--- config.mk ---
export PLATFORM = sky130hd
export DESIGN_NAME = ile_cell
export DESIGN_NICKNAME = d
export VERILOG_FILES = /design/src/rtl/ile_pkg.sv /design/src/rtl/ile_cell.sv
export SDC_FILE = /design/constraint.sdc
export NUM_CORES = 1
export LEC_CHECK = 0
export BUFFER_PORTS_ARGS = -buffer_cell sky130_fd_sc_hd__buf_2
export CAP_MARGIN = 20
export CORE_AREA = 3 3 76 78
export CTS_CLUSTER_DIAMETER = 50
export CTS_CLUSTER_SIZE = 30
export DETAILED_ROUTE_END_ITERATION = 8
export DIE_AREA = 0 0 79 81
export PLACE_DENSITY = 0.86
export SLEW_MARGIN = 10
export SYNTH_ARGS = -nofsm -noshare
export SYNTH_HDL_FRONTEND = slang
export SYNTH_SLANG_ARGS = --single-unit
export TNS_END_PERCENT = 1
--- constraint.sdc ---
create_clock -name clk -period 5 [get_ports clk]
set_clock_uncertainty 0.05 [all_clocks]
set_input_delay 0.5 -clock clk [delete_from_list [all_inputs] [get_ports clk]]
set_output_delay 0.5 -clock clk [all_outputs]
set_load 0.02 [all_outputs]
--- src/rtl/ile_pkg.sv ---
`timescale 1ns / 1ps
// ----------------------------------------------------------------------------
// ile_pkg
// Shared types and constants for the indexed list engine: request and
// response transactions, mode and status codes, and per-cell shift control.
// ----------------------------------------------------------------------------
package ile_pkg;

  localparam int unsigned CAPACITY_DEF = 64;
  localparam int unsigned MODE_W       = 3;
  localparam int unsigned POS_W        = 8;
  localparam int unsigned DATA_W       = 32;
  localparam int unsigned STATUS_W     = 2;
  localparam int unsigned LEN_W        = 7;

  // Request modes
  typedef enum logic [MODE_W-1:0] {
    MODE_READ   = 3'd0,
    MODE_FRONT  = 3'd1,
    MODE_BACK   = 3'd2,
    MODE_AT     = 3'd3,
    MODE_DELETE = 3'd4
  } mode_t;

  // Response status codes
  typedef enum logic [STATUS_W-1:0] {
    ST_DONE  = 2'd0,
    ST_RANGE = 2'd1,
    ST_FULL  = 2'd2
  } status_t;

  // Value returned by anything other than a successful read
  localparam logic signed [DATA_W-1:0] MISS_WORD = '1;

  // Shift operation broadcast to every cell
  typedef enum logic [1:0] {
    CELL_HOLD = 2'd0,
    CELL_INS  = 2'd1,
    CELL_DEL  = 2'd2
  } cell_op_t;

  typedef struct packed {
    cell_op_t                 op;
    logic signed [DATA_W-1:0] value;
  } cell_ctrl_t;

  // Request transaction
  typedef struct packed {
    logic [MODE_W-1:0]        mode;
    logic [POS_W-1:0]         position;
    logic signed [DATA_W-1:0] data_value;
  } ile_in_t;

  // Response transaction
  typedef struct packed {
    logic signed [DATA_W-1:0] read_value;
    logic [STATUS_W-1:0]      status;
    logic [LEN_W-1:0]         length;
  } ile_out_t;

endpackage

--- src/rtl/ile_cell.sv ---
`timescale 1ns / 1ps
// ----------------------------------------------------------------------------
// ile_cell
// One list slot. Holds one value and, on an insert or delete, takes the new
// value or that of its left or right neighbor so all slots shift together.
// ----------------------------------------------------------------------------
module ile_cell #(
  parameter int unsigned IW  = 6,
  parameter int unsigned IDX = 0
) (
  input  logic                            clk,
  input  ile_pkg::cell_ctrl_t             ctrl,
  input  logic [IW-1:0]                   shift_pos,
  input  logic [IW-1:0]                   rd_pos,
  input  logic signed [ile_pkg::DATA_W-1:0] left_val,
  input  logic signed [ile_pkg::DATA_W-1:0] right_val,
  output logic signed [ile_pkg::DATA_W-1:0] val,
  output logic signed [ile_pkg::DATA_W-1:0] rd_val
);
  import ile_pkg::*;

  localparam logic [IW-1:0] MY_IDX = IW'(IDX);

  logic signed [DATA_W-1:0] entry_r;
  logic signed [DATA_W-1:0] entry_nxt;

  // Pick the next slot content from the shift direction
  always_comb begin
    entry_nxt = entry_r;
    case (ctrl.op)
      CELL_INS: begin
        if (MY_IDX == shift_pos) begin
          entry_nxt = ctrl.value;
        end else if (MY_IDX > shift_pos) begin
          entry_nxt = left_val;
        end
      end
      CELL_DEL: begin
        if (MY_IDX >= shift_pos) begin
          entry_nxt = right_val;
        end
      end
      default: entry_nxt = entry_r;
    endcase
  end

  // Slot storage, no reset: a slot is read only after it was written
  always_ff @(posedge clk) begin
    entry_r <= entry_nxt;
  end

  assign val    = entry_r;
  assign rd_val = (MY_IDX == rd_pos) ? entry_r : '0;

endmodule

==> results.py <==
metrics = {
    "die": {
        "die_x_um": 79,
        "start_util": 0.410,
        "dieArea_sq_mm": 0.00640,
        "rows": 26,
        "io_pins": 175,
        "coreArea_sq_mm": 0.00514,
        "die_h_um": 81,
    },
    "logic_synthesis": {
        "ys_types": 18,
        "async_flop_share": 0,
        "synth_most_common_cell": "a21oi_1",
        "synthCells": 227,
        "yosys.area.top_type": "edfxtp_1",
        "syn_area_per_cell_sq_um": 9.29,
        "ys.flop_type": "edfxtp_1",
        "synth_top_area_frac": 0.456,
        "synthTopCellsByCount": "33 x a21oi_1, 32 x a31oi_1, 32 x and2_1, 32 x edfxtp_1, 32 x nor2b_1",
        "synth_edf_count": 32,
        "yosysWarningCount": 0,
        "synthTopCellsByArea": "edfxtp_1 46%, a31oi_1 9.5%, and2_1 9.5%",
        "syn_area_sq_mm": 0.00211,
        "synthesis.nets": 340,
        "ys_seq_area_frac": 0.456,
        "ys_ff_latch": 32,
    },
    "sta": {
        "fmax_mhz": 354,
        "hold_viol": 0,
        "drv_slew": 0,
        "rsz0062_at_grt": "no",
        "setup_ws_ps": 2180,
        "tightest_slew_ps": 1010,
        "setup_viol": 0,
        "final.min_clock_period_ps": 2820,
        "period_share": 0.565,
        "tns_ps": 0,
        "slew_headroom": 0.324,
        "whs_ps": 493,
    },
    "hold_path": {
        "holdPathEnd": "val[30]",
        "hold_class": "input port to register",
        "hold_start": "right_val[30]",
        "whs_path_depth": 3,
    },
    "power_and_ir_drop": {
        "power_density_mw_per_mm2": 239,
        "vdd_ir_drop_max_mv": 0.109,
        "power_leakage_nw": 1.42,
    },
    "flow_run": {
        "cap_violations": 0,
    },
    "layout": {
        "final_cells": 458,
        "diodes": 0,
        "drive_above_1_share": 0.490,
        "largest_reg_flops": 32,
        "syn_to_final_growth_pct": 45.1,
        "finish.net_count": 501,
        "n_fill_cell": 465,
    },
    "clock_network": {
        "htreeDepth": 2,
        "cts_tree": "yes",
        "cts_resized": 0,
        "path_clk_slew_ps": 60,
        "cts.sinks": 32,
        "root_buffer": "clkbuf_8",
        "cts_buffer_depth": 2,
        "post-cts-setup-buffer-count": 0,
        "cts_buffers": 5,
        "ctsHoldBuffers": 0,
    },
    "placed_design": {
        "gp_congestion": 0.787,
        "dp_hpwl_mm": 4.86,
        "port_buffers": 174,
        "place_inst": 451,
        "pre_cts_slack_ps": 2170,
    },
    "global_route": {
        "grt_usage": 0.208,
        "grt_pass1_wl_mm": 10.5,
        "overflow": 0,
        "grt_max_degree": 66,
        "antenna_found_initial": 0,
        "grt_pass1_vias": 2376,
    },
    "route": {
        "drc": 0,
        "routed_wl_mm": 6.84,
        "drtAntennaViolNets": 0,
        "vias": 2373,
        "via_per_inst": 5.18,
        "dr.pass1.iters": 4,
        "wl_per_cell_um": 14.9,
        "drt_iter0_drc": 130,
    },
    "critical_path": {
        "cp_slowest_stage_delay_ps": 730,
        "cpMaxStageDelayCell": "nor3_4",
        "cp-start-kind": "input port",
        "criticalPathCategory": "input port to output pin",
        "critPathRequiredTime_ps": 4450,
        "critical_path_arrival_ps": 2270,
        "cp-end-kind": "output pin",
        "worstPathCellList": "buf_2, or4_4, nor3_4, and2_1, buf_2",
        "cp_max_fo": 32,
        "crit_top_cell": "buf_2",
    },
    "outcome": {
        "status": "finished, final reports clean",
    },
}
==> critical path: cells and delay by family <==
| kind | cells | cell delay [ps] |
|---|---|---|
| buffers and inverters | 2 | 270 |
| and+or+nand+nor | 3 | 1510 |
==> cells by family (layout without fill, tap and decap cells) <==
family / after synthesis / count (layout) / share of synthesized area
AOI/OAI and AO/OA: 97 / 97 / 0.249
adders and majority gates: 2 / 2 / 0.0119
buffers and inverters: 24 / 185 / 0.0569
DFF: 32 / 32 / 0.456
and+or+nand+nor: 72 / 72 / 0.227
==> metrics by stage <==
stage                     utilization  area, sq um  total power [mW]
after floorplan                     -         2110             0.460
after global placement          0.580         2980             0.549
after detailed placement        0.580         2980             0.553
after CTS                       0.595         3060             0.740
after global routing            0.595         3060             0.774
final                           0.595         3060             0.732
==> how the worst max path moves through the flow <==
stage	from	endpoint	slack, ps
floorplan	shift_pos[3]	val[0]	2010
global placement	rd_pos[3]	rd_val[10]	2260
detailed placement	rd_pos[3]	rd_val[6]	2170
CTS	rd_pos[3]	rd_val[6]	2170
global route	rd_pos[3]	rd_val[21]	2070
finish	rd_pos[3]	rd_val[6]	2180
==> layout make-up <==
class | instances | area (sq um) | share of cell area
inverters | 2 | 7.51 | 0.00245
clock inverters | 1 | 5.00 | 0.00164
multi-input cells | 171 | 1040 | 0.340
repair buffers | 176 | 886 | 0.289
clock buffers | 6 | 72.6 | 0.0237
well taps | 70 | 87.6 | 0.0286
flip-flops and latches | 32 | 961 | 0.314
==> placed cells by master, fill, tap and decap left out, types with 2 or more instances in the layout <==
| cell type | synthesis | layout |
|---|---|---|
| a21oi_1 | 33 | 33 |
| a31oi_1 | 32 | 32 |
| and2_1 | 32 | 32 |
| buf_2 | 3 | 174 |
| buf_4 | 0 | 2 |
| clkbuf_8 | 0 | 5 |
| edfxtp_1 | 32 | 32 |
| inv_1 | 2 | 2 |
| nor2b_1 | 32 | 32 |
| o21ai_0 | 27 | 27 |
| o21ai_1 | 5 | 5 |
| or4_4 | 2 | 2 |
==> power breakdown <==
part	internal, mW	switching, mW
clock network	0.0945	0.0904
registers	0.338	0.0141
logic	0.0780	0.117
==> layer usage <==
layer  track usage  wire (um)
met5             0          0
met3        0.0565        568
met1         0.213       2550
met2         0.404       3640
met4        0.0722         87
No activity file was read; power rests on OpenSTA's default activity.
